--- src/rtl/ttw_pkg.sv ---
// Package with the types, constants and register codes of the two-tube waveguide.
`default_nettype none

package ttw_pkg;

   localparam int MAX_DELAY   = 64;
   localparam int STATE_BITS  = 24;
   localparam int FRAC_BITS   = 20;
   localparam int SAMPLE_BITS = 16;
   localparam int COEFF_BITS  = 16;
   localparam int LEN_BITS    = 7;

   localparam int ADDR_BITS    = $clog2(MAX_DELAY);
   localparam int POS_CNT_BITS = ADDR_BITS + 1;
   localparam int SAMPLE_SHIFT = FRAC_BITS - (SAMPLE_BITS - 1);

   localparam int SUM_BITS   = STATE_BITS + 1;
   localparam int LOSS_BITS  = COEFF_BITS + 1;
   localparam int LPROD_BITS = SUM_BITS + LOSS_BITS;
   localparam int KPROD_BITS = SUM_BITS + COEFF_BITS;
   localparam int WIDE_BITS  = STATE_BITS + 18;

   localparam int CSR_DATA_BITS = 32;
   localparam int CSR_ADDR_BITS = 4;

   localparam logic signed [COEFF_BITS-1:0] SCATTER_RESET = 16'sd29491;
   localparam logic [COEFF_BITS-1:0]        LOSS_RESET    = 16'd29491;
   localparam logic [LEN_BITS-1:0]          TUBE1_RESET   = 7'd3;
   localparam logic [LEN_BITS-1:0]          TUBE2_RESET   = 7'd4;

   typedef enum logic [1:0] {
      CSR_SCATTER,
      CSR_LOSS,
      CSR_TUBE1_LEN,
      CSR_TUBE2_LEN
   } ttw_csr_index_type;

   typedef struct packed {
      logic signed [SAMPLE_BITS-1:0] sample_in;
      logic                          end_of_block;
   } ttw_req_type;

   typedef struct packed {
      logic signed [SAMPLE_BITS-1:0] sample_out;
      logic                          block_done;
   } ttw_rsp_type;

   typedef struct packed {
      logic signed [COEFF_BITS-1:0] scatter_coeff;
      logic [COEFF_BITS-1:0]        loss_gain;
      logic [LEN_BITS-1:0]          tube1_length;
      logic [LEN_BITS-1:0]          tube2_length;
   } ttw_cfg_type;

   typedef struct packed {
      logic signed [STATE_BITS-1:0] fwd;
      logic signed [STATE_BITS-1:0] bwd;
   } ttw_pair_type;

   typedef struct packed {
      logic                 we;
      logic [ADDR_BITS-1:0] addr;
      ttw_pair_type         data;
   } ttw_tube_wr_type;

endpackage

`default_nettype wire

--- src/rtl/ttw_core.sv ---
// Sample datapath: end filters, scattering junction and output conversion.
`default_nettype none

module ttw_core import ttw_pkg::*; (
   input  wire ttw_cfg_type                  cfg,
   input  wire ttw_req_type                  req,
   input  wire ttw_pair_type                 tube1,
   input  wire ttw_pair_type                 tube2,
   input  wire logic signed [STATE_BITS-1:0] end1_prev,
   input  wire logic signed [STATE_BITS-1:0] end2_prev,
   output ttw_rsp_type                       rsp,
   output ttw_pair_type                      tube1_wr,
   output ttw_pair_type                      tube2_wr
);

   localparam logic signed [WIDE_BITS-1:0] LOSS_HALF = WIDE_BITS'(32768);
   localparam logic signed [WIDE_BITS-1:0] JUNC_HALF = WIDE_BITS'(16384);

   logic signed [SUM_BITS-1:0]   sum1;
   logic signed [SUM_BITS-1:0]   sum2;
   logic signed [LOSS_BITS-1:0]  loss;
   logic signed [LPROD_BITS-1:0] lprod1;
   logic signed [LPROD_BITS-1:0] lprod2;
   logic signed [WIDE_BITS-1:0]  lround1;
   logic signed [WIDE_BITS-1:0]  lround2;
   logic signed [STATE_BITS-1:0] e1;
   logic signed [STATE_BITS-1:0] e2;
   logic signed [SUM_BITS-1:0]   diff;
   logic signed [KPROD_BITS-1:0] kprod;
   logic signed [WIDE_BITS-1:0]  kround;
   logic signed [WIDE_BITS-1:0]  excite;
   logic signed [WIDE_BITS-1:0]  out_wide;

   function automatic logic signed [STATE_BITS-1:0] sat_state(
      input logic signed [WIDE_BITS-1:0] x
   );
      logic [WIDE_BITS-STATE_BITS:0] hi_bits;
      hi_bits = x[WIDE_BITS-1:STATE_BITS-1];
      priority if (hi_bits == '0 || hi_bits == '1) begin
         return x[STATE_BITS-1:0];
      end else if (x[WIDE_BITS-1]) begin
         return {1'b1, {(STATE_BITS-1){1'b0}}};
      end else begin
         return {1'b0, {(STATE_BITS-1){1'b1}}};
      end
   endfunction

   function automatic logic signed [SAMPLE_BITS-1:0] sat_sample(
      input logic signed [WIDE_BITS-1:0] x
   );
      logic [WIDE_BITS-SAMPLE_BITS:0] hi_bits;
      hi_bits = x[WIDE_BITS-1:SAMPLE_BITS-1];
      priority if (hi_bits == '0 || hi_bits == '1) begin
         return x[SAMPLE_BITS-1:0];
      end else if (x[WIDE_BITS-1]) begin
         return {1'b1, {(SAMPLE_BITS-1){1'b0}}};
      end else begin
         return {1'b0, {(SAMPLE_BITS-1){1'b1}}};
      end
   endfunction

   // Two-point averaging end filters with loss.
   assign loss    = $signed({1'b0, cfg.loss_gain});
   assign sum1    = SUM_BITS'(end1_prev) + SUM_BITS'(tube1.bwd);
   assign sum2    = SUM_BITS'(end2_prev) + SUM_BITS'(tube2.fwd);
   assign lprod1  = sum1 * loss;
   assign lprod2  = sum2 * loss;
   assign lround1 = (WIDE_BITS'(lprod1) + LOSS_HALF) >>> 16;
   assign lround2 = (WIDE_BITS'(lprod2) + LOSS_HALF) >>> 16;
   assign e1      = sat_state(lround1);
   assign e2      = sat_state(lround2);

   // The junction shares one product: both outputs are a line value plus k*(r1 - l2).
   assign diff   = SUM_BITS'(tube1.fwd) - SUM_BITS'(tube2.bwd);
   assign kprod  = diff * cfg.scatter_coeff;
   assign kround = (WIDE_BITS'(kprod) + JUNC_HALF) >>> 15;

   assign excite = WIDE_BITS'(req.sample_in) <<< SAMPLE_SHIFT;

   assign tube1_wr.fwd = sat_state(excite + WIDE_BITS'(e1));
   assign tube1_wr.bwd = sat_state(WIDE_BITS'(tube2.bwd) + kround);
   assign tube2_wr.fwd = sat_state(WIDE_BITS'(tube1.fwd) + kround);
   assign tube2_wr.bwd = e2;

   assign out_wide       = WIDE_BITS'(tube1.fwd) >>> SAMPLE_SHIFT;
   assign rsp.sample_out = sat_sample(out_wide);
   assign rsp.block_done = req.end_of_block;

endmodule

`default_nettype wire

--- config.mk ---
export PLATFORM = sky130hd
export DESIGN_NAME = ttw_core
export DESIGN_NICKNAME = d
export VERILOG_FILES = /design/src/rtl/ttw_pkg.sv /design/src/rtl/ttw_core.sv
export SDC_FILE = /design/constraint.sdc
export NUM_CORES = 2
export LEC_CHECK = 0
export ABC_CLOCK_PERIOD_IN_PS = 48300
export BUFFER_PORTS_ARGS = -buffer_cell sky130_fd_sc_hd__buf_4
export CAP_MARGIN = 20
export CORE_ASPECT_RATIO = 1.4
export CORE_MARGIN = 4
export CORE_UTILIZATION = 60
export DETAILED_ROUTE_END_ITERATION = 8
export PLACE_DENSITY = 0.79
export SLEW_MARGIN = 20
export SYNTH_ARGS = -nofsm -noshare
export SYNTH_HDL_FRONTEND = slang
export SYNTH_SLANG_ARGS = --single-unit
--- constraint.sdc ---
create_clock -name vclk -period 48.3
set_input_delay 9.66 -clock vclk [all_inputs]
set_output_delay 9.66 -clock vclk [all_outputs]
set_load 0.1 [all_outputs]
---- Word-level counts from Yosys, hierarchy flattened ----
Cells that the tools add are included.
word-level totals
  bits in registers ....................... 0
  bits of input ports ..................... 207
  output and inout bits ................... 113
  word-level logic and storage cells ...... 42
cells by class
  add/subtract/negate cells ............... 9
  multiply operators ...................... 3
  eq/ne operators ......................... 6
  muxes and demuxes ....................... 12
  reductions and logical operators ........ 12
operators by type and width
  cell                      count
  $mux W24                  10
  $eq A19 B19 Y1 const B    5
  $logic_not A19 Y1         5
  $add A42 B17 Y42 const B  2
  $mul A25 B17 Y42          2
  $add A24 B27 Y28          2
  $add A24 B24 Y25          2
  $add A41 B16 Y42 const B  1
  $mul A25 B16 Y41          1
  $mux W16                  2
  $eq A27 B27 Y1 const B    1
  $logic_not A27 Y1         1
  $add A21 B24 Y25          1
  $sub A24 B24 Y25          1
  $logic_or A1 B1 Y1        6

---- Depth between registers and ports, before layout ----
  word-level depth ........................ 10
  depth in mapped cells ................... 55
  mapped depth without buffers ............ 52

---- Worst setup path before layout ----
OpenSTA, ideal clock, no wires.
  path kind ............................... input to output
  from .................................... input tube1[0] (netlist bit)
  to ...................................... output tube1_wr[31] (netlist bit)
  arrival ................................. 22.832 ns
  data required time ...................... 38.640 ns
  slack ................................... 15.808 ns
  stages .................................. 55
  path buffers ............................ 3
  path through ............................ ha_1 inv_1 fa_1 nor2b_1 o21ai_0 a21boi_0 o21ai_0 a211oi_1 o21ai_0 a31o_2 o21ai_0 o21ai_0 a21boi_0 a21oi_1 clkbuf_1 and2_1 fa_1 inv_1 (+19 left out) buf_2 a21oi_1 ha_1 inv_1 fa_1 nor2b_1 o21a_1 o21ai_0 a21o_1 o22ai_1 nor2b_1 nor2_1 a21oi_1 a21oi_1 xor2_1 nor2_1 clkbuf_1 o21ai_0
RTL lines
  element          line            source
  start, declared  ttw_core.sv:7   input wire ttw_pair_type tube1,
  end, declared    ttw_core.sv:12  output ttw_pair_type tube1_wr,

==> qor.yml <==
outcome: "finished, final reports clean"
met1_usage_pct: 32.46
routedWlPerCell_um: 18.77
critPathMaxStageDelay_ns: 0.80
cts_resized: 0
min_period_ns: 33.34
yosysUniqueCellTypes: 75
hold_viol_final: 0
place.gp.congestion: 0.9563
drt-total-wl_um: 129200
vias_per_cell: 5.651
syn_avg_cell_area_um2: 8.704
finalSetupViolCount: 0
ant_nets: 0
clock_buffers: 0
seq_area_frac_synth_pct: 0
port_buffers: 304
path_common_cell: "fa_1"
ff_latch_area_um2: 0
syn2layout_area_growth_pct: 6.788
critPathBufInv: 8
layout-drive-gt1-share_pct: 7.347
setup.worst_path.end_class: "output port"
netlist_instances: 5686
design.seq.count: 0
max_cap_viol_count: 0
drt_iter0_drc: 1798
drcViolationCount: 0
grt.total_usage_pct: 30.24
antenna_found_initial: 2
maxClockFrequency_ghz: 0.02999
most-common-layout-cells: "1356 x inv_1, 1172 x fa_1, 695 x nand2_1"
grt_overflow_total: 0
worstMarginPinSlew_ns: 1.160
drt-pass1-iter-count: 6
mostFrequentLayoutCell: "inv_1"
start_kind: "input port"
crit_family: "compound AO/OA/AOI/OAI gates"
min_path_type: "input port to output port"
cp.required_ns: 38.64
syn_nets: 7549
slew_headroom_pct: 22.26
fillerInstances: 6690
grtUsageMet3_pct: 2.459
start_util_pct: 60.53
vias: 38900
nets: 7677
cts_setup_buffers: 0
die_x_um: 250.7
tns_ns: 0
grt-busiest-layer: "met2"
netlist_area_um2: 49490
slowest_stage: "a21oi_2"
pre_cts_slack_ns: 14.74
grt_pass1_vias: 43730
post-dp-hpwl_um: 106000
fin_ws_ns: 14.96
ys_warn_count: 0
met2_usage_pct: 57.14
grt_max_degree: 53
finalCritPeriodShare_pct: 69.04
rows: 124
crit_path_max_fanout: 20
rsz0062_at_grt: "false"
drv_slew: 0
path_class: "input port to output port"
cp.arrival_ns: 23.68
grt_pass1_wl_um: 213800
ctsHoldBuffers: 0
pin_count: 320
dieArea_um2: 87210
dieHeight_um: 347.8
core_region_area_um2: 81760
Yosys cell counts (3+ instances only):
| cell type | n | share of area, % |
|---|---|---|
| a211o_1 | 10 | 0.18 |
| inv_1 | 1356 | 10 |
| o22ai_1 | 6 | 0.076 |
| nand2b_1 | 50 | 0.63 |
| o21bai_1 | 23 | 0.35 |
| o31ai_1 | 8 | 0.12 |
| and4_1 | 3 | 0.053 |
| ha_1 | 484 | 12 |
| and2_1 | 549 | 6.9 |
| a211oi_1 | 15 | 0.23 |
| maj3_1 | 9 | 0.18 |
| or3_1 | 12 | 0.15 |
| nand4_1 | 13 | 0.16 |
| nand2_1 | 695 | 5.3 |
| a41o_1 | 4 | 0.081 |
| o21ai_1 | 10 | 0.10 |
| a31oi_1 | 17 | 0.21 |
| a21boi_0 | 5 | 0.076 |
| a2111oi_0 | 3 | 0.053 |
| nand3b_1 | 3 | 0.046 |
| nand3_1 | 32 | 0.32 |
| nor4_1 | 3 | 0.038 |
| clkbuf_1 | 209 | 1.6 |
| and3_1 | 13 | 0.16 |
| nor2b_1 | 67 | 0.85 |
| a21oi_2 | 6 | 0.11 |
| a41oi_1 | 3 | 0.053 |
| a21oi_1 | 175 | 1.8 |
| nor2_1 | 127 | 0.96 |
| buf_1 | 3 | 0.023 |
| buf_2 | 9 | 0.091 |
| a31oi_2 | 4 | 0.10 |
| or2_2 | 9 | 0.11 |
| o211ai_1 | 4 | 0.061 |
| a31o_2 | 11 | 0.19 |
| o21ai_0 | 91 | 0.92 |
| xor2_1 | 63 | 1.1 |
| xnor2_1 | 148 | 2.6 |
| a21o_1 | 153 | 2.3 |
| o21a_1 | 28 | 0.42 |
| fa_1 | 1172 | 47 |
| nor3_1 | 35 | 0.35 |
final timing paths:
| path | start | end | slack [ns] | cells past startpoint |
|---|---|---|---|---|
| setup / recovery | tube1[0] | tube1_wr[31] | 14.96 | 51 |
| hold / removal | req[0] | rsp[0] | 19.32 | 0 |
kinds of logic after synthesis:
logic type,synth area share [%]
simple gates,16.21
compound gates,8.111
mux,0.04298
xor+xnor,3.767
buf+inv,12.04
fa+ha+maj,59.83
per-layer routing:
metal,vias to the layer above,part of all wire (%)
li1,17190,-
met1,19710,34
met2,1436,54
met3,558,4.9
met4,2,7.7
met5,-,0.015
stage by stage:
step	instance area (um2)	hold WS, ns	util [%]	std cells
2_1_floorplan	49490	19.53	-	5686
3_3_place_gp	52820	19.32	64.61	6882
3_5_place_dp	52820	19.32	64.61	6882
4_1_cts	52820	19.32	64.61	6882
5_1_grt	52850	19.32	64.64	6884
6_report	52850	19.32	64.64	6884
cell type report:
class / count / area [um2] / area share [%]
diodes: 1 / 2.502 / 0.004735
inverters: 1356 / 5090 / 9.631
well taps: 1071 / 1340 / 2.536
repair buffers: 350 / 2631 / 4.979
multi-input cells: 4106 / 43790 / 82.85
Power is not shown: default switching activity piles up to over one toggle a cycle in this logic, so the estimate is an artifact.
