## src/rtl/ttw_pkg.sv

```systemverilog
// Package with the types, constants and register codes of the two-tube waveguide.
`default_nettype none

package ttw_pkg;

   localparam int MAX_DELAY   = 64;
   localparam int STATE_BITS  = 24;
   localparam int FRAC_BITS   = 20;
   localparam int SAMPLE_BITS = 16;
   localparam int COEFF_BITS  = 16;
   localparam int LEN_BITS    = 7;

   localparam int ADDR_BITS    = $clog2(MAX_DELAY);
   localparam int POS_CNT_BITS = ADDR_BITS + 1;
   localparam int SAMPLE_SHIFT = FRAC_BITS - (SAMPLE_BITS - 1);

   localparam int SUM_BITS   = STATE_BITS + 1;
   localparam int LOSS_BITS  = COEFF_BITS + 1;
   localparam int LPROD_BITS = SUM_BITS + LOSS_BITS;
   localparam int KPROD_BITS = SUM_BITS + COEFF_BITS;
   localparam int WIDE_BITS  = STATE_BITS + 18;

   localparam int CSR_DATA_BITS = 32;
   localparam int CSR_ADDR_BITS = 4;

   localparam logic signed [COEFF_BITS-1:0] SCATTER_RESET = 16'sd29491;
   localparam logic [COEFF_BITS-1:0]        LOSS_RESET    = 16'd29491;
   localparam logic [LEN_BITS-1:0]          TUBE1_RESET   = 7'd3;
   localparam logic [LEN_BITS-1:0]          TUBE2_RESET   = 7'd4;

   typedef enum logic [1:0] {
      CSR_SCATTER,
      CSR_LOSS,
      CSR_TUBE1_LEN,
      CSR_TUBE2_LEN
   } ttw_csr_index_type;

   typedef struct packed {
      logic signed [SAMPLE_BITS-1:0] sample_in;
      logic                          end_of_block;
   } ttw_req_type;

   typedef struct packed {
      logic signed [SAMPLE_BITS-1:0] sample_out;
      logic                          block_done;
   } ttw_rsp_type;

   typedef struct packed {
      logic signed [COEFF_BITS-1:0] scatter_coeff;
      logic [COEFF_BITS-1:0]        loss_gain;
      logic [LEN_BITS-1:0]          tube1_length;
      logic [LEN_BITS-1:0]          tube2_length;
   } ttw_cfg_type;

   typedef struct packed {
      logic signed [STATE_BITS-1:0] fwd;
      logic signed [STATE_BITS-1:0] bwd;
   } ttw_pair_type;

   typedef struct packed {
      logic                 we;
      logic [ADDR_BITS-1:0] addr;
      ttw_pair_type         data;
   } ttw_tube_wr_type;

endpackage

`default_nettype wire

```

## src/rtl/ttw_ram.sv

```systemverilog
// Generic single-write, single-read RAM with a registered read port.
`default_nettype none

module ttw_ram #(
   parameter int WIDTH = 8,
   parameter int DEPTH = 64
) (
   input  wire logic                     clock,
   input  wire logic                     wr_en,
   input  wire logic [$clog2(DEPTH)-1:0] wr_addr,
   input  wire logic [WIDTH-1:0]         wr_data,
   input  wire logic                     rd_en,
   input  wire logic [$clog2(DEPTH)-1:0] rd_addr,
   output logic [WIDTH-1:0]              rd_data
);

   logic [WIDTH-1:0] mem_ff [DEPTH];
   logic [WIDTH-1:0] rd_data_ff;

   always_ff @(posedge clock) begin
      if (wr_en) begin
         mem_ff[wr_addr] <= wr_data;
      end
      if (rd_en) begin
         rd_data_ff <= mem_ff[rd_addr];
      end
   end

   assign rd_data = rd_data_ff;

endmodule

`default_nettype wire

```

## src/rtl/ttw_tube.sv

```systemverilog
// One tube: both delay lines in a RAM, entry valid bits, position and write bypass.
`default_nettype none

module ttw_tube import ttw_pkg::*; (
   input  wire logic                clock,
   input  wire logic                reset,
   input  wire logic                rd_en,
   input  wire logic [LEN_BITS-1:0] length,
   input  wire ttw_tube_wr_type     wr,
   output logic [ADDR_BITS-1:0]     rd_pos,
   output ttw_pair_type             rd_data
);

   logic [ADDR_BITS-1:0]    pos_ff;
   logic [ADDR_BITS-1:0]    pos_in;
   logic [MAX_DELAY-1:0]    valid_ff;
   logic                    bypass_ff;
   logic                    hit_ff;
   ttw_pair_type            bypass_data_ff;
   logic [2*STATE_BITS-1:0] ram_rdata;
   logic [POS_CNT_BITS-1:0] eff_len;
   logic [POS_CNT_BITS-1:0] pos_next;

   function automatic logic [POS_CNT_BITS-1:0] eff_length(input logic [LEN_BITS-1:0] len);
      int v;
      v = int'(len);
      priority if (v == 0) begin
         v = 1;
      end else if (v > MAX_DELAY) begin
         v = MAX_DELAY;
      end
      return POS_CNT_BITS'(v);
   endfunction

   assign eff_len  = eff_length(length);
   assign pos_next = POS_CNT_BITS'(pos_ff) + POS_CNT_BITS'(1);

   always_comb begin
      pos_in = pos_ff;
      if (rd_en) begin
         pos_in = (pos_next >= eff_len) ? '0 : pos_next[ADDR_BITS-1:0];
      end
   end

   always_ff @(posedge clock) begin
      if (reset) begin
         pos_ff    <= '0;
         valid_ff  <= '0;
         bypass_ff <= 1'b0;
         hit_ff    <= 1'b0;
      end else begin
         pos_ff <= pos_in;
         if (wr.we) begin
            valid_ff[wr.addr] <= 1'b1;
         end
         if (rd_en) begin
            bypass_ff <= wr.we && (wr.addr == pos_ff);
            hit_ff    <= valid_ff[pos_ff];
         end
      end
   end

   always_ff @(posedge clock) begin
      if (rd_en) begin
         bypass_data_ff <= wr.data;
      end
   end

   ttw_ram #(
      .WIDTH (2*STATE_BITS),
      .DEPTH (MAX_DELAY)
   ) u_ram (
      .clock   (clock),
      .wr_en   (wr.we),
      .wr_addr (wr.addr),
      .wr_data (wr.data),
      .rd_en   (rd_en),
      .rd_addr (pos_ff),
      .rd_data (ram_rdata)
   );

   // Entries never written read as zero; a write in the read cycle is forwarded.
   always_comb begin
      priority if (bypass_ff) begin
         rd_data = bypass_data_ff;
      end else if (hit_ff) begin
         rd_data = ttw_pair_type'(ram_rdata);
      end else begin
         rd_data = '0;
      end
   end

   assign rd_pos = pos_ff;

endmodule

`default_nettype wire

```

## config.mk

```make
export PLATFORM = sky130hd
export DESIGN_NAME = ttw_tube
export DESIGN_NICKNAME = d
export VERILOG_FILES = /design/src/rtl/ttw_pkg.sv /design/src/rtl/ttw_ram.sv /design/src/rtl/ttw_tube.sv
export SDC_FILE = /design/constraint.sdc
export NUM_CORES = 2
export LEC_CHECK = 0
export ABC_CLOCK_PERIOD_IN_PS = 4700
export BUFFER_PORTS_ARGS = -buffer_cell sky130_fd_sc_hd__buf_2
export CORE_MARGIN = 4
export CORE_UTILIZATION = 40
export CTS_CLUSTER_SIZE = 40
export DETAILED_ROUTE_END_ITERATION = 16
export PLACE_DENSITY = 0.63
export SKIP_LAST_GASP = 1
export SLEW_MARGIN = 20
export SYNTH_ARGS = -nofsm -noshare
export SYNTH_HDL_FRONTEND = slang
export SYNTH_SLANG_ARGS = --single-unit
```

## constraint.sdc

```tcl
create_clock -name clock -period 4.7 [get_ports clock]
set_input_delay 0 -clock clock [delete_from_list [all_inputs] [get_ports clock]]
set_output_delay 0 -clock clock [all_outputs]
set_load 0.05 [all_outputs]
```

Yosys cells after proc, flatten, opt, wreduce, memory -nomap -nowiden

Memory sizes are Yosys's and may differ from the RTL's. A register that Yosys moved wholly into a read port is not among the register bits.
Cells that the tools add are included.

Register bits after elaboration: 120
RAM bits: 3072
Output and inout port bits: 54
Logic and storage cells: 29
Memories: 1

Memory list:

| name         | depth | width | read ports | clocked after Yosys merged registers in | wr ports | RTL line      | text |
|---|---|---|---|---|---|---|---|
| u_ram.mem_ff | 64    | 48    | 1          | 1                                       | 1        | ttw_ram.sv:17 | `logic [WIDTH-1:0] mem_ff [DEPTH];` |

Add/sub/neg operators: 1
$lt $le $gt $ge: 5
Equality and inequality tests: 1
Multiplexer cells: 11
Bitwise operators: 1
Reduce and logical (&&, ||, !) cells: 3

Operators with widths:

| operator                                                                            | number |
|---|---|
| 48-bit 2-to-1 mux                                                                   | 2 |
| 64-bit bitwise OR                                                                   | 1 |
| 6-bit by 7-bit < comparator with 1-bit output, second input constant                | 2 |
| 7-bit 2-to-1 mux                                                                    | 2 |
| 6-bit by 1-bit adder with 7-bit output, second input constant                       | 1 |
| 7-bit greater-or-equal comparator                                                   | 1 |
| 7-bit greater-than comparator, second input constant                                | 1 |
| 7-bit zero test                                                                     | 1 |
| 1-bit binary-select mux with 6-bit select                                           | 1 |
| 1-bit demux with 6-bit select                                                       | 1 |
| 6-bit == test                                                                       | 1 |
| 6-bit by 1-bit greater-or-equal comparator with 1-bit output, second input constant | 1 |
| 6-bit 2-to-1 mux                                                                    | 1 |
| 1-bit 2-to-1 mux                                                                    | 4 |
| 1-bit logical AND                                                                   | 2 |

Longest topological paths before layout

Depth in word-level cells: 5
Gate-level depth with buffers: 14
Gate-level depth less buffers: 10

By module

A second synthesis with hierarchy kept.

Cells, all modules: 5427
Area, all modules: 122724.0 sq um

By module, submodules not included:

| module   | instances | cells an instance | area each (sq um) | sequential area each (sq um) |
|---|---|---|---|---|
| ttw_ram  | 1         | 4970              | 117597.8          | 93689.9 |
| ttw_tube | 1         | 457               | 5126.2            | 2882.8 |

Worst setup path after synthesis

OpenSTA, ideal clock, no wires.

Path kind: input to register
Start point: input wr[52] in the netlist's numbering
End point: memory u_ram.mem_ff[48][0] in the netlist's numbering (enable)
Library setup time: 0.515 ns
Arrival time: 3.875 ns
Data required time: 4.185 ns
Setup slack: 0.310 ns
Stages: 4
Buffers on the path: 1
Path through: clkbuf_1 -> and3b_1 -> nand2_1 -> nor3_1

RTL lines:

| element     | RTL line      | text |
|---|---|---|
| from (decl) | ttw_tube.sv:9 | `input wire ttw_tube_wr_type wr,` |
| to (decl)   | ttw_ram.sv:17 |  |

Straight into the memory's write port.

Worst setup path after layout

Start point: register pos_ff[1], in the netlist rd_pos[1]
End point: register bypass_ff

Cells in the longest elaborated chain, start to end: 2

Ends and longest elaborated chain:

| element                | RTL line       | text |
|---|---|---|
| from (decl)            | ttw_tube.sv:14 | `logic [ADDR_BITS-1:0] pos_ff;` |
| from (signal assigned) | ttw_tube.sv:52 | `pos_ff <= pos_in;` |
| 6-bit == test          | ttw_tube.sv:57 | `bypass_ff <= wr.we && (wr.addr == pos_ff);` |
| 1-bit logical AND      | ttw_tube.sv:57 |  |
| to (signal assigned)   | ttw_tube.sv:57 |  |
| to (decl)              | ttw_tube.sv:17 | `logic bypass_ff;` |

Every way passes these cells.
A chain may end at the register's enable or synchronous reset.

==> summary.txt <==
Logic synthesis
  – Yosys Warn Count: 0
  – Top-area cell type share of the netlist area: 77.1%
  – Distinct cells, synth: 51
  – Synth Area in Adders: 0.0811%
  – Top_reg_cell synth: edfxtp_1
  – #FFs+latches synth: 3240
  – Dominant cells by area after synthesis: edfxtp_1 77%, mux4_2 16%, dfxtp_1 1.2%
  – Post-synthesis xor/xnor area fraction: 0.0710%
  – Post-synthesis cell area: between 0.1 and 0.15 mm²
  – Asr flop ratio synth: 0%
  – Post-synth EDFFs: ~3.2k
  – Compound-cell area share of the yosys netlist: between 1.5 and 2%
  – Main combinational cell family by area after synthesis: multiplexers
  – Avg Inst Size Synth: 23.3 µm²
  – Simple-Gate Fraction of Synth Area: 1.38%
  – Leading area contributor after synthesis: edfxtp_1
  – Net count after synthesis: 5371
  – Multiplexer share of the synthesized area: 17.2%
  – Sequential area share after synthesis: 78.3%
  – Post-Syn Instances: approximately 5.3k

Final layout
  – Non-Filler Instances: 10.1k
  – Fill count: 24.9k
  – Area growth from synthesis to layout: 14.9%
  – Share of cells above drive strength 1: 29.2%
  – Commonest non-fill, non-tap cell in the layout: edfxtp_1
  – Highest-count cells in the layout ignoring fill and taps: 3168 x edfxtp_1, 871 x mux4_2, 335 x clkbuf_16
  – Fin nets: 5819
  – Final instance area: 0.142 mm²

Critical path
  – Worst r2r src: rd_pos[1]$_SDFFE_PP0P_
  – Worst reg-to-reg path cell count: 10
  – CP cell instances: buf_12 > xnor2_1 > nand4_1 > dlygate4sd3_1 > nor4_1 > dlygate4sd3_1 > mux2i_1 > dlygate4sd3_1 > nor2_1 > dlygate4sd3_1
  – CP Data Required Time: between 5 and 6 ns
  – CP Data Arrival Time: a little over 5 ns
  – Crit path max-delay family: buffers and inverters
  – Crit path capture type: flip-flop
  – R2r endpoint: bypass_ff$_SDFFE_PP0P_
  – Crit start category: flip-flop
  – Worst Path Max Fanout: 57
  – Slowest-stage cell, CP: dfxtp_4
  – Dominant cell type by count on the critical path: dlygate4sd3_1
  – Crit-path max cell delay: approximately 0.94 ns
  – Internal reg-to-reg setup slack: 0.42 ns
  – Critical setup path kind: flip-flop to flip-flop
  – CP Buf/Inv Count: 5

STA
  – Final setup violation count: 0
  – Fmax: around 0.23 GHz
  – Worst-margin pin slew: 1.17 ns
  – Fin Clk Skew: 0.0346 ns
  – Headroom to the max-slew limit: between 20% and 30%
  – Fin crit share: 91.0%
  – Post-layout minimum cycle time: roughly 4.3 ns
  – Slew Limit Fails: 0
  – Final hold viol count: 0
  – RSZ-0062 raised after global routing: false
  – TNS Setup: 0 ns

Detailed routing
  – Antenna-violating nets left: 0
  – Vias per inst: a little under 6
  – DR vias: 60.1k
  – Drt first pass iters: 5
  – DR WL/cell: between 30 and 40 µm
  – First-iteration detailed-routing DRC count: 7537
  – DRC violations left: 0
  – Routed WL: 329000 µm

Die
  – Die height: 563 µm
  – Core area: about 0.3 mm²
  – DIE WIDTH: between 500 and 600 µm
  – DIE AREA: 0.317 mm²
  – # rows: 203
  – IO Count: 119
  – Initial Util: 40.3%

Global route
  – Pin count of the biggest net entering global routing: 97
  – First-pass GRT wire length: 464000 µm
  – Vias in the first global route: 60.1k
  – GRT Total Usage: 20.5%
  – Antenna violations before repair: 19
  – Gr ovfl total: 0

Clocking
  – Skew-Pair Late Insertion Delay: about 0.86 ns
  – Clock root cell: clkbuf_16
  – CTS max path bufs: 4
  – Clock Pin Slew Worst Setup and Hold Paths: 0.06 ns
  – CTS tree: built
  – Clock sinks: 3240
  – Post_cts resized: 0
  – H-tree Lvls: 5
  – TritonCTS buffer count: 326

Min path
  – Worst min-delay path endpoint: rd_pos[4]$_SDFFE_PP0P_
  – HP Class: input pin to flip-flop
  – HP Start: length[6]
  – Worst Hold Depth: 6

Placed design
  – RePlAce Congestion: slightly below 0.8
  – Port buffer count: 118
  – Cells after DPL: 9454
  – Area after DPL: roughly 0.13 mm²
  – DP Wirelength: 178000 µm

Power
  – PD cells: ~430 mW/mm²
  – Leakage: 42.9 nW
  – Peak supply drop: 0.298 mV
  – Tot Pwr: 60.6 mW

Job
  – Max capacitance violation total: 0

Status
  – Status: completed
state kept, by name, indices dropped and copies added (netlist names):
name and cells:
u_ram.mem_ff 3072, valid_ff 64, bypass_data_ff 48, u_ram.rd_data 48, rd_pos 6, bypass_ff 1
hit_ff 1
kinds of logic (layout without fill, tap and decap cells):
group | count (synthesis) | after routing
mux | 1027 | 1027
fa+ha+maj | 8 | 8
flops | 3240 | 3240
buf+inv | 300 | 1003
other cells | 0 | 6
xor+xnor | 10 | 10
simple gates | 384 | 384
compound gates | 329 | 329
area by class of cell:
class	instances	area (µm²)	share of cell area, %
Tap cell	4100	5130	3.62
Clock buffer	416	8740	6.16
Antenna cell	6	15.0	0.0106
Clock inverter	167	1540	1.09
Sequential cell	3240	96600	68.1
Multi-Input combinational cell	1758	25900	18.2
Timing Repair Buffer	418	3920	2.76
Inverter	2	12.5	0.00882
per-stage QoR:
step	setup WS [ns]	hold WS, ns	utilization, %
finish	0.425	0.0588	46.3
global route	0.166	0.0923	46.3
CTS	0.429	0.00580	46.2
detailed placement	1.19	0.446	42.7
global placement	1.18	0.431	42.7
floorplan	0.310	0.0989	-
routing by layer:
layer / wire length (µm) / global-route usage (%) / share of wire (%) / vias to the layer above
met5: 0 / 0 / 0 / -
met4: 11400 / 6.76 / 3.5 / 0
met3: 28900 / 3.21 / 8.8 / 589
met2: 158000 / 32.5 / 48 / 3209
met1: 131000 / 29.3 / 40 / 32787
li1: - / - / - / 23526
what timing repair did:
action | CTS | global route
setup buffers | 0 | 0
hold buffers | 63 | 0
endpoints found under the hold margin | 3247 | 0
tightest hold or removal path: stages:
cell	delay [ns]
buf_2	0.11
inv_1	0.14
ha_1	0.17
a221o_1	0.11
a31oi_1	0.09
a32o_1	0.25
Yosys cell counts, types with 2 or more instances:
cell	n
a21o_1	3
o21ba_2	2
clkbuf_1	112
a221o_1	12
a22o_1	51
mux2_2	16
and2_1	4
xor2_1	5
ha_1	8
nand4_1	2
o22ai_1	68
a32oi_1	2
buf_6	9
a21oi_1	73
nor3_1	6
buf_4	37
nand3b_1	2
buf_2	101
a22oi_1	9
a31oi_1	2
buf_1	39
nand2_1	57
mux4_2	871
a32o_1	4
nand3_1	6
edfxtp_1	3168
or3_1	2
nand2b_1	6
xnor2_1	5
o21ai_0	13
or2_2	2
dfxtp_1	72
nor2_1	221
a211oi_1	82
mux2i_1	140
nor2b_1	71
report_power, final:
| part | internal, mW | switching (mW) |
|---|---|---|
| sequential | 32.0 | 0.119 |
| clock | 14.5 | 10.7 |
| combinational | 1.52 | 1.78 |
worst max-delay path by stage:
stage                            from                       endpoint  slack (ns)  cells after the start
2_1_floorplan                  wr[52]  u_ram.mem_ff[48][0]$_DFFE_PP_        0.31                      4
3_3_place_gp   rd_pos[0]$_SDFFE_PP0P_    u_ram.rd_data[23]$_DFFE_PP_        1.18                      8
3_5_place_dp   rd_pos[0]$_SDFFE_PP0P_    u_ram.rd_data[23]$_DFFE_PP_        1.19                      8
4_1_cts        rd_pos[1]$_SDFFE_PP0P_         bypass_ff$_SDFFE_PP0P_        0.43                     10
5_1_grt        rd_pos[1]$_SDFFE_PP0P_         bypass_ff$_SDFFE_PP0P_        0.17                     10
6_report       rd_pos[1]$_SDFFE_PP0P_         bypass_ff$_SDFFE_PP0P_        0.42                     10
Note: power is estimated with default switching activity, not from simulation.
