## config.mk

```make
export PLATFORM = sky130hd
export DESIGN_NAME = ttw_csr
export DESIGN_NICKNAME = d
export VERILOG_FILES = /design/src/rtl/ttw_pkg.sv /design/src/rtl/ttw_csr.sv
export SDC_FILE = /design/constraint.sdc
export NUM_CORES = 1
export LEC_CHECK = 0
export BUFFER_PORTS_ARGS = -buffer_cell sky130_fd_sc_hd__buf_2
export CORE_ASPECT_RATIO = 0.9
export CORE_UTILIZATION = 50
export CTS_BUF_LIST = sky130_fd_sc_hd__clkbuf_8
export DETAILED_ROUTE_END_ITERATION = 8
export GPL_ROUTABILITY_DRIVEN = 0
export MAX_ROUTING_LAYER = met4
export PLACE_DENSITY = 0.87
export SETUP_SLACK_MARGIN = 0.4
export SLEW_MARGIN = 15
export SYNTH_ARGS = -nofsm -noshare
export SYNTH_HDL_FRONTEND = slang
export SYNTH_SLANG_ARGS = --single-unit
```

## constraint.sdc

```tcl
create_clock -name clock -period 2.18 [get_ports clock]
set_input_delay 0.218 -clock clock [delete_from_list [all_inputs] [get_ports clock]]
set_output_delay 0.218 -clock clock [all_outputs]
set_load 0.01 [all_outputs]
```

## src/rtl/ttw_pkg.sv

```systemverilog
// Package with the types, constants and register codes of the two-tube waveguide.
`default_nettype none

package ttw_pkg;

   localparam int MAX_DELAY   = 64;
   localparam int STATE_BITS  = 24;
   localparam int FRAC_BITS   = 20;
   localparam int SAMPLE_BITS = 16;
   localparam int COEFF_BITS  = 16;
   localparam int LEN_BITS    = 7;

   localparam int ADDR_BITS    = $clog2(MAX_DELAY);
   localparam int POS_CNT_BITS = ADDR_BITS + 1;
   localparam int SAMPLE_SHIFT = FRAC_BITS - (SAMPLE_BITS - 1);

   localparam int SUM_BITS   = STATE_BITS + 1;
   localparam int LOSS_BITS  = COEFF_BITS + 1;
   localparam int LPROD_BITS = SUM_BITS + LOSS_BITS;
   localparam int KPROD_BITS = SUM_BITS + COEFF_BITS;
   localparam int WIDE_BITS  = STATE_BITS + 18;

   localparam int CSR_DATA_BITS = 32;
   localparam int CSR_ADDR_BITS = 4;

   localparam logic signed [COEFF_BITS-1:0] SCATTER_RESET = 16'sd29491;
   localparam logic [COEFF_BITS-1:0]        LOSS_RESET    = 16'd29491;
   localparam logic [LEN_BITS-1:0]          TUBE1_RESET   = 7'd3;
   localparam logic [LEN_BITS-1:0]          TUBE2_RESET   = 7'd4;

   typedef enum logic [1:0] {
      CSR_SCATTER,
      CSR_LOSS,
      CSR_TUBE1_LEN,
      CSR_TUBE2_LEN
   } ttw_csr_index_type;

   typedef struct packed {
      logic signed [SAMPLE_BITS-1:0] sample_in;
      logic                          end_of_block;
   } ttw_req_type;

   typedef struct packed {
      logic signed [SAMPLE_BITS-1:0] sample_out;
      logic                          block_done;
   } ttw_rsp_type;

   typedef struct packed {
      logic signed [COEFF_BITS-1:0] scatter_coeff;
      logic [COEFF_BITS-1:0]        loss_gain;
      logic [LEN_BITS-1:0]          tube1_length;
      logic [LEN_BITS-1:0]          tube2_length;
   } ttw_cfg_type;

   typedef struct packed {
      logic signed [STATE_BITS-1:0] fwd;
      logic signed [STATE_BITS-1:0] bwd;
   } ttw_pair_type;

   typedef struct packed {
      logic                 we;
      logic [ADDR_BITS-1:0] addr;
      ttw_pair_type         data;
   } ttw_tube_wr_type;

endpackage

`default_nettype wire

```

## src/rtl/ttw_csr.sv

```systemverilog
// APB-style configuration registers of the two-tube waveguide.
`default_nettype none

module ttw_csr import ttw_pkg::*; (
   input  wire logic                     clock,
   input  wire logic                     reset,
   input  wire logic                     psel,
   input  wire logic                     penable,
   input  wire logic                     pwrite,
   input  wire logic [CSR_ADDR_BITS-1:0] paddr,
   input  wire logic [CSR_DATA_BITS-1:0] pwdata,
   output logic [CSR_DATA_BITS-1:0]      prdata,
   output logic                          pready,
   output ttw_cfg_type                   cfg
);

   ttw_cfg_type       cfg_ff;
   ttw_csr_index_type index;
   logic              write;

   assign index  = ttw_csr_index_type'(paddr[CSR_ADDR_BITS-1:2]);
   assign write  = psel && penable && pwrite;
   assign pready = 1'b1;

   always_ff @(posedge clock) begin
      if (reset) begin
         cfg_ff.scatter_coeff <= SCATTER_RESET;
         cfg_ff.loss_gain     <= LOSS_RESET;
         cfg_ff.tube1_length  <= TUBE1_RESET;
         cfg_ff.tube2_length  <= TUBE2_RESET;
      end else if (write) begin
         unique case (index)
            CSR_SCATTER:   cfg_ff.scatter_coeff <= pwdata[COEFF_BITS-1:0];
            CSR_LOSS:      cfg_ff.loss_gain     <= pwdata[COEFF_BITS-1:0];
            CSR_TUBE1_LEN: cfg_ff.tube1_length  <= pwdata[LEN_BITS-1:0];
            CSR_TUBE2_LEN: cfg_ff.tube2_length  <= pwdata[LEN_BITS-1:0];
         endcase
      end
   end

   always_comb begin
      unique case (index)
         CSR_SCATTER:   prdata = CSR_DATA_BITS'($unsigned(cfg_ff.scatter_coeff));
         CSR_LOSS:      prdata = CSR_DATA_BITS'(cfg_ff.loss_gain);
         CSR_TUBE1_LEN: prdata = CSR_DATA_BITS'(cfg_ff.tube1_length);
         CSR_TUBE2_LEN: prdata = CSR_DATA_BITS'(cfg_ff.tube2_length);
      endcase
   end

   assign cfg = cfg_ff;

endmodule

`default_nettype wire

```

Word level (Yosys, flattened, before mapping)
Index checks and enable logic that the tools add are counted.
Widths: inputs -> output; s select.
{"block": "totals", "register_bits": 46, "out_inout_bits": 79, "in_bits": 41}
{"block": "classes", "eq_ne": 3, "n_mux": 1, "reduce_logical": 7}
{"operator": "$pmux 32 s4", "n": 1}
{"operator": "$reduce_and 2->1", "n": 4}
{"operator": "$eq 2x2->1 const B", "n": 2}
{"operator": "$eq 2x1->1 const B", "n": 1}
{"operator": "$logic_and 1x1->1", "n": 2}
{"operator": "$logic_not 2->1", "n": 1}

Depth between registers and ports, before layout
Gate-level depths: netlist of the first run.
{"block": "logic_depth", "word_depth": 3, "depth_mapped": 5, "ltp_nobuf": 3}

Worst setup path before layout of the first run
No wires, ideal clock.
{"block": "synth_timing", "kind": "input port to output port", "startpoint": "input paddr[2]", "endpoint": "output prdata[11]", "t_arrival_ns": 0.962, "t_required_ns": 1.962, "cell_stages": 5, "n_path_buf": 3, "setup_slack_ns": 1.000, "path_cell_list": "buf_6 buf_4 buf_4 mux2i_1 nor2_1"}
{"block": "synth_via", "elab_chain_cells": 2, "word_cells_on_any_way": 5, "classes_between": "eq/ne: 3; mux: 1; reduce/logical: 1"}
{"item": "start: declaration", "line_no": "ttw_csr.sv:10", "rtl": "input wire logic [CSR_ADDR_BITS-1:0] paddr,"}
{"item": "$eq 2x2->1, or another cell as far along", "line_no": "ttw_csr.sv:42", "rtl": "unique case (index)"}
{"item": "$pmux 32 s4 *", "line_no": "ttw_csr.sv:42"}
{"item": "end: declaration", "line_no": "ttw_csr.sv:12", "rtl": "output logic [CSR_DATA_BITS-1:0] prdata,"}
Mark *: on every way between the ends. The rest lies on a longest branch, timed or not. The select of a mux whose other input is x is not followed.

Worst setup path after layout of the first run
{"block": "layout_timing", "startpoint": "input paddr[2]", "endpoint": "output prdata[5]"}
Same word-level chain as after synthesis.

==> results.toml, run 1 <==
[detailed_routing]
routed_wl_um = 4926
detail_route.drc_violations = 0
drt_pass_1_iters = 6
via_count = 1844
final_antenna_net_count = 0
route.detailed.wl_per_inst_um = 13.10
drtIter0Drc = 110
avgViaCountPerCell = 4.904

[synth]
ys_warn_count = 0
synth_area_sq_um = 2315
synth.avg_cell_area_sq_um = 9.892
postSynthRegisterBits = 46
synth.largest_area_cell = "sky130_fd_sc_hd__dfxtp_1"
netlist_top_cells_area = "sky130_fd_sc_hd__dfxtp_1, sky130_fd_sc_hd__mux2i_1, sky130_fd_sc_hd__nand2b_1"
synthDistinctLibCells = 22
cells_after_synth = 234
synthDominantCellAreaShare_pct = 39.78
seq_area_frac_synth_pct = 39.78

[setup_path]
worst_path_most_repeated_cell = "sky130_fd_sc_hd__buf_2"
worst-r2r-cell-count = 3
crit_arrival_ps = 1400
critical_path.startpoint_type = "input pin"
cpPeakStageDelay_ps = 430
regToRegStartpoint = "cfg[9]"
cp_cell_sequence = "buf_2 > buf_4 > mux4_2 > buf_2"
worst-r2r-setup-slack_ps = 1410
path_class = "input pin to primary output"
crit-reg2reg-capture = "cfg[9]"
worstPathMaxFanout = 21
cp_data_required_time_ps = 1960
critPathCaptureType = "primary output"
crit_slowest_cell = "sky130_fd_sc_hd__buf_2"

[floorplanning]
die-area_sq_um = 4906
chipWidth_um = 73.72
core-area_sq_um = 4461
initial_core_utilization_pct = 51.89
row_count = 23
die_height_um = 66.55
floorplan.io_pins = 120

[layout]
mostFrequentLayoutCells = "sky130_fd_sc_hd__buf_2, sky130_fd_sc_hd__mux2i_1, sky130_fd_sc_hd__dfxtp_1"
drive_above_1_share_pct = 34.39
final_common_cell = "sky130_fd_sc_hd__buf_2"
multiInputGateArea_sq_um = 1229
final_area_sq_um = 2803
area_overhead_vs_synth_pct = 21.08
largest_register_ffs = 46
fin_nets = 354
n_antenna_cell = 0
fillCellCount = 393
layout.area.seq_sq_um = 920.9

[clock_network]
clock_latency_ps = 300
cts_num_sinks = 46
postCtsSetupBuffers = 0
clock_tree.htree_level_count = 2
tritoncts = "done"
maximum_clock_path_buffer_count = 2
cts_made_buffers = 5
cts.root.buffer_cell = "sky130_fd_sc_hd__clkbuf_8"
cts-hold-fix-buffers = 0
cts-resized-gates = 0
worst_setup_hold_path_clk_slew_ps = 90

[run]
timing.max_cap.violations = 0

[sta]
min_period_over_period_pct = 74.34
period_minus_slack_ps = 1621
setup_repair_after_global_routing_missed_its_margin = "false"
max_slew_margin_pct = 61.11
setup-tns-final_ps = 0
max_freq_mhz = 617.1
final-setup-viol-count = 0
timing_hold_violations_final = 0
worst_slew_pin_slew_ps = 580.1
fin_worst_skew_ps = 0
drv_slew = 0

[power_and_ir_drop]
peak_vdd_ir_v = 0.0003225
total_leakage_power_nw = 1.357
pwr_density_cell_nw_per_um2 = 593.4

[global_routing]
grt_first_pass_wirelength_um = 7783
grt.total_usage_pct = 22.09
globalRouteOverflowTotal = 0
grt_start_max_net_pins = 38
number_of_global_route_vias_before_repair = 1615
number_of_antenna_violations_at_the_first_check_in_global_routing = 0

[place]
placement.io_buffers = 84
hpwlAfterDp_um = 3617
placedInstanceArea_sq_um = 2693

[worst_hold_path]
whs_path_depth = 3
min_path_type = "input pin to flop"
worst_hold_path.endpoint = "cfg[0]"
hold_path.startpoint = "pwdata[0]"

[status]
run_status = "complete, no violations"
-- worst max-delay path: cells and delay by family --
| family | cells | cell delay [ps] |
|---|---|---|
| buffers and inverters | 3 | 860 |
| multiplexers | 1 | 310 |
-- cells by family after synthesis --
kind of cell	Yosys count	share of synthesized area, %
AND/OR/NAND/NOR	86	19.73
multiplexers	57	28.43
AO/OA/AOI/OAI	10	2.162
buffers and inverters	33	9.567
flip-flops	46	39.78
other	2	0.3244
-- stage by stage --
stage	instances	util [%]	power [mW]	worst slack, ps	hold slack [ps]
after floorplan	249	-	1.022	1000	373.3
after global placement	368	60.36	1.058	554.0	473.6
after detailed placement	368	60.36	1.061	545.9	480.5
after CTS	376	62.83	1.672	542.5	174.1
after global routing	376	62.83	1.730	476.5	169.2
final	376	62.83	1.663	559.4	178.5
-- worst max path at each step --
stage	slack (ps)	cells past startpoint	to	from
after floorplan	1000	5	prdata[11]	paddr[2]
after global placement	550	4	cfg[7]	paddr[3]
after detailed placement	550	4	prdata[5]	paddr[2]
after CTS	540	4	prdata[5]	paddr[2]
after global routing	480	4	prdata[5]	paddr[2]
final	560	4	prdata[5]	paddr[2]
-- cell usage after synthesis --
master                      n
sky130_fd_sc_hd__mux4_2     7
sky130_fd_sc_hd__clkbuf_2   1
sky130_fd_sc_hd__and3_1     2
sky130_fd_sc_hd__nor3b_2    1
sky130_fd_sc_hd__nand3_1    1
sky130_fd_sc_hd__clkbuf_1   7
sky130_fd_sc_hd__or2_0      1
sky130_fd_sc_hd__nor2b_1    5
sky130_fd_sc_hd__nand4_1    1
sky130_fd_sc_hd__nand3_2    1
sky130_fd_sc_hd__dfxtp_1   46
sky130_fd_sc_hd__conb_1     2
sky130_fd_sc_hd__or3_4      1
sky130_fd_sc_hd__buf_4     21
sky130_fd_sc_hd__buf_6      2
sky130_fd_sc_hd__o21ai_0   10
sky130_fd_sc_hd__nor2_1    40
sky130_fd_sc_hd__buf_2      2
sky130_fd_sc_hd__nand2b_1  31
sky130_fd_sc_hd__nor3_2     1
sky130_fd_sc_hd__mux2i_1   50
sky130_fd_sc_hd__nand3b_1   1
-- layer usage --
layer	vias up	routed length [um]	global-route usage (%)	part of all wire, %
met5	-	0	-	0
met4	0	78	7.933	1.6
met3	8	227	5.446	4.6
met2	57	2331	34.06	47
met1	872	2288	28.15	46
li1	907	-	-	-
-- layout make-up --
type / count / share of cell area [%]
clock buffer: 5 / 2.455
clock inverter: 3 / 1.473
multi-input combinational: 170 / 43.84
sequential: 46 / 32.86
tap: 62 / 2.768
timing repair buffer: 90 / 16.61
-- power by group --
| part | internal [mW] | switching (mW) |
|---|---|---|
| registers | 0.851 | 0.00825 |
| logic | 0.0782 | 0.103 |
| clock network | 0.337 | 0.285 |
No activity file was read; power rests on OpenSTA's default activity.
==> run 2, diff against run 1 <==
--- a/config.mk
+++ b/config.mk
@@ -7,12 +7,12 @@
 export LEC_CHECK = 0
 export BUFFER_PORTS_ARGS = -buffer_cell sky130_fd_sc_hd__buf_2
 export CORE_ASPECT_RATIO = 0.9
-export CORE_UTILIZATION = 50
+export CORE_UTILIZATION = 42
 export CTS_BUF_LIST = sky130_fd_sc_hd__clkbuf_8
 export DETAILED_ROUTE_END_ITERATION = 8
 export GPL_ROUTABILITY_DRIVEN = 0
 export MAX_ROUTING_LAYER = met4
-export PLACE_DENSITY = 0.87
+export PLACE_DENSITY = 0.78
 export SETUP_SLACK_MARGIN = 0.4
 export SLEW_MARGIN = 15
 export SYNTH_ARGS = -nofsm -noshare
==> constraint.sdc (replaced) <==
create_clock -name clock -period 1.4 [get_ports clock]
set_input_delay 0.14 -clock clock [delete_from_list [all_inputs] [get_ports clock]]
set_output_delay 0.14 -clock clock [all_outputs]
set_load 0.01 [all_outputs]
==> run 2 against run 1 <==
  * Register-to-register slack worse by 870 ps
  * Clock power is 19% higher
  * Final cell count is 11% higher
  * Critical endpoint is now prdata[3]
  * Highest routed layer unchanged
==> results.toml, run 2 (same netlist as run 1, synthesis figures left out) <==
[status]
run_status = "complete, no violations"

[setup_path]
cpPeakStageDelay_ps = 470
critical_path.startpoint_type = "flop"
crit_arrival_ps = 1230
startpoint = "cfg[3]"
regToRegStartpoint = "cfg[43]"
crit_slowest_cell = "sky130_fd_sc_hd__mux4_2"
cp_data_required_time_ps = 1260
worst-r2r-cell-count = 4
critical-path-top-delay-family = "multiplexers"
cp_cell_sequence = "mux4_2 > buf_6"
worstPathBufferInverterCount = 1
path_class = "flop to primary output"
worstPathMaxFanout = 2
path_depth = 2
critPathCaptureType = "primary output"

[place]
dp_worst_setup_slack_ps = 33.98
placed_cells = 378
placedInstanceArea_sq_um = 2749
placement.io_buffers = 84
hpwlAfterDp_um = 3632

[clock_network]
maximum_clock_path_buffer_count = 2
tritoncts = "done"
worst_setup_hold_path_clk_slew_ps = 80
clock_latency_ps = 280
cts_num_sinks = 46
cts_made_buffers = 5
cts.root.buffer_cell = "sky130_fd_sc_hd__clkbuf_8"
cts-hold-fix-buffers = 0
clock_tree.htree_level_count = 2

[floorplanning]
initial_core_utilization_pct = 43.79
die-area_sq_um = 5813
chipWidth_um = 80.26
row_count = 25
floorplan.io_pins = 120
core-area_sq_um = 5286
die_height_um = 72.43

[global_routing]
grt_first_pass_wirelength_um = 8045
grt_start_max_net_pins = 68
number_of_global_route_vias_before_repair = 1704
globalRouteOverflowTotal = 0
number_of_antenna_violations_at_the_first_check_in_global_routing = 0
grt.total_usage_pct = 18.61

[sta]
whs_ps = 108.3
max_freq_mhz = 731.4
min_period_over_period_pct = 97.66
final_ws_setup_ps = 32.81
setup_repair_after_global_routing_missed_its_margin = "true"
fin_worst_skew_ps = 0
final-setup-viol-count = 0
setup-tns-final_ps = 0
period_minus_slack_ps = 1367
drv_slew = 0
timing_hold_violations_final = 0

[detailed_routing]
drtIter0Drc = 58
avgViaCountPerCell = 4.744
final_antenna_net_count = 0
detail_route.drc_violations = 0
route.detailed.wl_per_inst_um = 13.80
drt_pass_1_iters = 4
routed_wl_um = 5769
via_count = 1983

[power_and_ir_drop]
pwr_density_cell_nw_per_um2 = 714.3
peak_vdd_ir_v = 0.0004212
post-layout-total-power_mw = 2.433
total_leakage_power_nw = 1.618

[layout]
utilization_pct = 64.43
final_area_sq_um = 3406
fin_nets = 392
mostFrequentLayoutCells = "sky130_fd_sc_hd__buf_6, sky130_fd_sc_hd__buf_2, sky130_fd_sc_hd__mux2i_1"
area_overhead_vs_synth_pct = 47.14
largest_register_ffs = 46
n_antenna_cell = 0
final_common_cell = "sky130_fd_sc_hd__buf_6"
drive_above_1_share_pct = 51.85
final-instance-count-excl-fill = 418

[run]
timing.max_cap.violations = 0

[worst_hold_path]
whs_path_depth = 3
hold_path.startpoint = "pwdata[1]"
min_path_type = "input pin to flop"
==> run 2: cell types whose count changed in the layout (fill, tap and decap cells not counted), moves of 16 or more <==
cell	delta
sky130_fd_sc_hd__buf_6	+52
sky130_fd_sc_hd__dfxtp_1	-38
sky130_fd_sc_hd__dfxtp_2	+38
sky130_fd_sc_hd__buf_2	-33
sky130_fd_sc_hd__buf_4	+16
==> run 2: worst min-delay path: cells and delay by family <==
family	cells	cell delay, ps
muxes	1	60
buffers and inverters	1	100
and+or+nand+nor	1	60
==> run 2: layout make-up <==
cell class / count / area (sq um)
clock buffer: 5 / 68.82
clock inverter: 2 / 7.507
fill: 450 / 1881
multi-input combinational: 170 / 1229
sequential: 46 / 968.4
tap: 67 / 83.83
timing repair buffer: 128 / 1049
==> run 2: routing by layer <==
layer | part of all wire [%] | GRT usage [%] | up-vias
li1 | - | - | 983
met4 | 1.2 | 3.968 | 0
met3 | 3.1 | 4.528 | 6
met1 | 45 | 23.82 | 940
met5 | 0 | - | -
met2 | 51 | 29.91 | 54
==> run 2: where the power goes <==
part	switching, mW	total, mW	leakage [nW]	internal, mW
sequential	0.0118	1.34	0.376	1.33
clock	0.410	0.740	0.0466	0.330
combinational	0.178	0.354	1.20	0.176
total	0.600	2.43	1.62	1.83
==> run 2: what timing repair did <==
| action | in CTS | in global routing |
|---|---|---|
| pin swaps | 1 | 0 |
| setup endpoints to repair | 23 | 47 |
| resized for setup | 43 | 55 |
| setup buffers | 24 | 9 |
==> run 2: worst paths after layout <==
check / end / slack [ps]
max: prdata[3] / 30
min: cfg[1] / 110
max reg2reg: cfg[43] / 540
min reg2reg: cfg[36] / 490
==> run 3, diff against run 2 <==
--- a/config.mk
+++ b/config.mk
@@ -7,6 +7,7 @@
 export LEC_CHECK = 0
 export BUFFER_PORTS_ARGS = -buffer_cell sky130_fd_sc_hd__buf_2
 export CORE_ASPECT_RATIO = 0.9
+export CORE_MARGIN = 1.5
 export CORE_UTILIZATION = 42
 export CTS_BUF_LIST = sky130_fd_sc_hd__clkbuf_8
 export DETAILED_ROUTE_END_ITERATION = 8
==> run 3 against run 2 <==
  * First-iteration DRC count grew 8.6%
  * Global-route usage is essentially flat
  * Fmax shrank 0.92%
  * Non-clock buffer count shrank 5
  * Clock skew is the same
  * Power is essentially flat
  * Routed wire length shrank 0.73%
  * Largest cell class unchanged
==> results.toml, run 3 (same netlist as run 1, synthesis figures left out) <==
[status]
run_status = "complete, no violations"

[power_and_ir_drop]
p_seq_share_pct = 55.1
power.combinational.fraction_pct = 14.3
post-layout-total-power_mw = 2.431
pwr_density_cell_nw_per_um2 = 721.4
peak_vdd_ir_v = 0.0004462
pwr-share-clk_pct = 30.6
total_leakage_power_nw = 1.597
internal_power_mw = 1.826
power_switching_share_pct = 24.86
p_switching_uw = 604.4

[place]
dp_worst_setup_slack_ps = 19.26
placedInstanceArea_sq_um = 2746
placement.io_buffers = 84
hpwlAfterDp_um = 3661

[floorplanning]
floorplan.io_pins = 120
chipWidth_um = 81.26
core-area_sq_um = 5286
initial_core_utilization_pct = 43.79
die-area_sq_um = 5967
row_count = 25
die_height_um = 73.43

[worst_hold_path]
worst_hold_path.endpoint = "cfg[42]"
min_path_type = "input pin to flop"
whs_path_depth = 3
hold_path.startpoint = "pwdata[12]"

[setup_path]
critical_path.startpoint_type = "flop"
worstPathBufferInverterCount = 1
crit_arrival_ps = 1240
worst-r2r-cell-count = 4
critical-path-top-delay-family = "multiplexers"
crit_slowest_cell = "sky130_fd_sc_hd__mux4_2"
critPathCaptureType = "primary output"
cp_cell_sequence = "mux4_2 > buf_6"
regToRegStartpoint = "cfg[38]"
path_class = "flop to primary output"
crit-reg2reg-capture = "cfg[38]"
worstPathMaxFanout = 2
cpPeakStageDelay_ps = 480
worst-r2r-setup-slack_ps = 570
cp_data_required_time_ps = 1260

[sta]
timing_hold_violations_final = 0
setup_repair_after_global_routing_missed_its_margin = "true"
final-setup-viol-count = 0
fin_worst_skew_ps = 0
period_minus_slack_ps = 1380
drv_slew = 0
max_freq_mhz = 724.7
final_ws_setup_ps = 20.14
setup-tns-final_ps = 0
min_period_over_period_pct = 98.56

[detailed_routing]
avgViaCountPerCell = 4.772
detail_route.drc_violations = 0
via_count = 1971
route.detailed.wl_per_inst_um = 13.87
routed_wl_um = 5727
drtIter0Drc = 63
drt_pass_1_iters = 4
final_antenna_net_count = 0

[layout]
layout.area.seq_sq_um = 965.9
mostFrequentLayoutCells = "sky130_fd_sc_hd__buf_6, sky130_fd_sc_hd__buf_2, sky130_fd_sc_hd__mux2i_1"
area_overhead_vs_synth_pct = 45.57
n_antenna_cell = 0
final_area_sq_um = 3369
multiInputGateArea_sq_um = 1229
utilization_pct = 63.74
fillCellCount = 454
drive_above_1_share_pct = 50.58
largest_register_ffs = 46
fin_nets = 387

[clock_network]
cts_made_buffers = 5
cts-hold-fix-buffers = 0
worst_setup_hold_path_clk_slew_ps = 80
cts_num_sinks = 46
cts.root.buffer_cell = "sky130_fd_sc_hd__clkbuf_8"
maximum_clock_path_buffer_count = 2
clock_tree.htree_level_count = 2
clock_latency_ps = 290
tritoncts = "done"

[global_routing]
grt.total_usage_pct = 18.57
number_of_global_route_vias_before_repair = 1825
grt_first_pass_wirelength_um = 8010
globalRouteOverflowTotal = 0
number_of_antenna_violations_at_the_first_check_in_global_routing = 0
grt_start_max_net_pins = 68

[run]
timing.max_cap.violations = 0
[run 3: cell count changes in the layout (fill, tap and decap cells not counted)]
cell,change
sky130_fd_sc_hd__buf_4,-8
sky130_fd_sc_hd__buf_2,+2
sky130_fd_sc_hd__dfxtp_1,+2
sky130_fd_sc_hd__dfxtp_2,-2
sky130_fd_sc_hd__buf_12,+1
sky130_fd_sc_hd__buf_6,+1
sky130_fd_sc_hd__buf_8,-1
[run 3: worst register-to-register path, stage by stage, from the launching register on]
cell and delay (ps):
sky130_fd_sc_hd__dfxtp_2 330, sky130_fd_sc_hd__buf_6 110, sky130_fd_sc_hd__buf_4 120, sky130_fd_sc_hd__nor2_1 90, sky130_fd_sc_hd__mux2i_1 70
[run 3: layout make-up]
type,count,area share [%]
Clock buffer,5,2.042
Timing Repair Buffer,123,30.12
Tap cell,67,2.488
Sequential cell,46,28.67
Multi-Input combinational cell,170,36.46
Clock inverter,2,0.2228
[run 3: per-layer routing]
| metal | wire length (um) | part of all wire [%] | global-route usage (%) |
|---|---|---|---|
| met5 | 0 | 0 | - |
| met4 | 46 | 0.80 | 5.364 |
| met3 | 283 | 4.9 | 5.217 |
| met2 | 2950 | 52 | 30.93 |
| met1 | 2447 | 43 | 21.88 |
[run 3: through the flow]
| stage | std cells | hold slack, ps |
|---|---|---|
| 2_1_floorplan | 249 | 295.3 |
| 3_3_place_gp | 376 | 401.5 |
| 3_5_place_dp | 376 | 413.0 |
| 4_1_cts | 407 | 97.75 |
| 5_1_grt | 413 | 99.34 |
| 6_report | 413 | 99.61 |
[run 3: how the worst max path moves through the flow]
stage             start         to  slack, ps  depth (start not counted)
2_1_floorplan  paddr[2]    cfg[35]        390                          4
3_3_place_gp   paddr[2]  prdata[4]         60                          4
3_5_place_dp   paddr[2]  prdata[6]         20                          4
4_1_cts          cfg[6]  prdata[6]         20                          2
5_1_grt         cfg[31]  prdata[1]        -20                          2
6_report         cfg[1]  prdata[1]         20                          2
[run 3: power groups by stage]
| stage | Sequential [mW] | Clock [mW] | Combinational [mW] |
|---|---|---|---|
| global route | 1.34 | 0.826 | 0.378 |
| detailed placement | 1.37 | 0 | 0.296 |
| finish | 1.34 | 0.744 | 0.348 |
| floorplan | 1.37 | 0 | 0.222 |
| global placement | 1.37 | 0 | 0.292 |
| CTS | 1.34 | 0.769 | 0.326 |
[run 3: what timing repair did]
action | 4_1_cts | 5_1_grt
buffers inserted | 24 | 6
setup endpoints to repair | 20 | 43
pin swaps | 1 | 1
resized for setup | 42 | 51
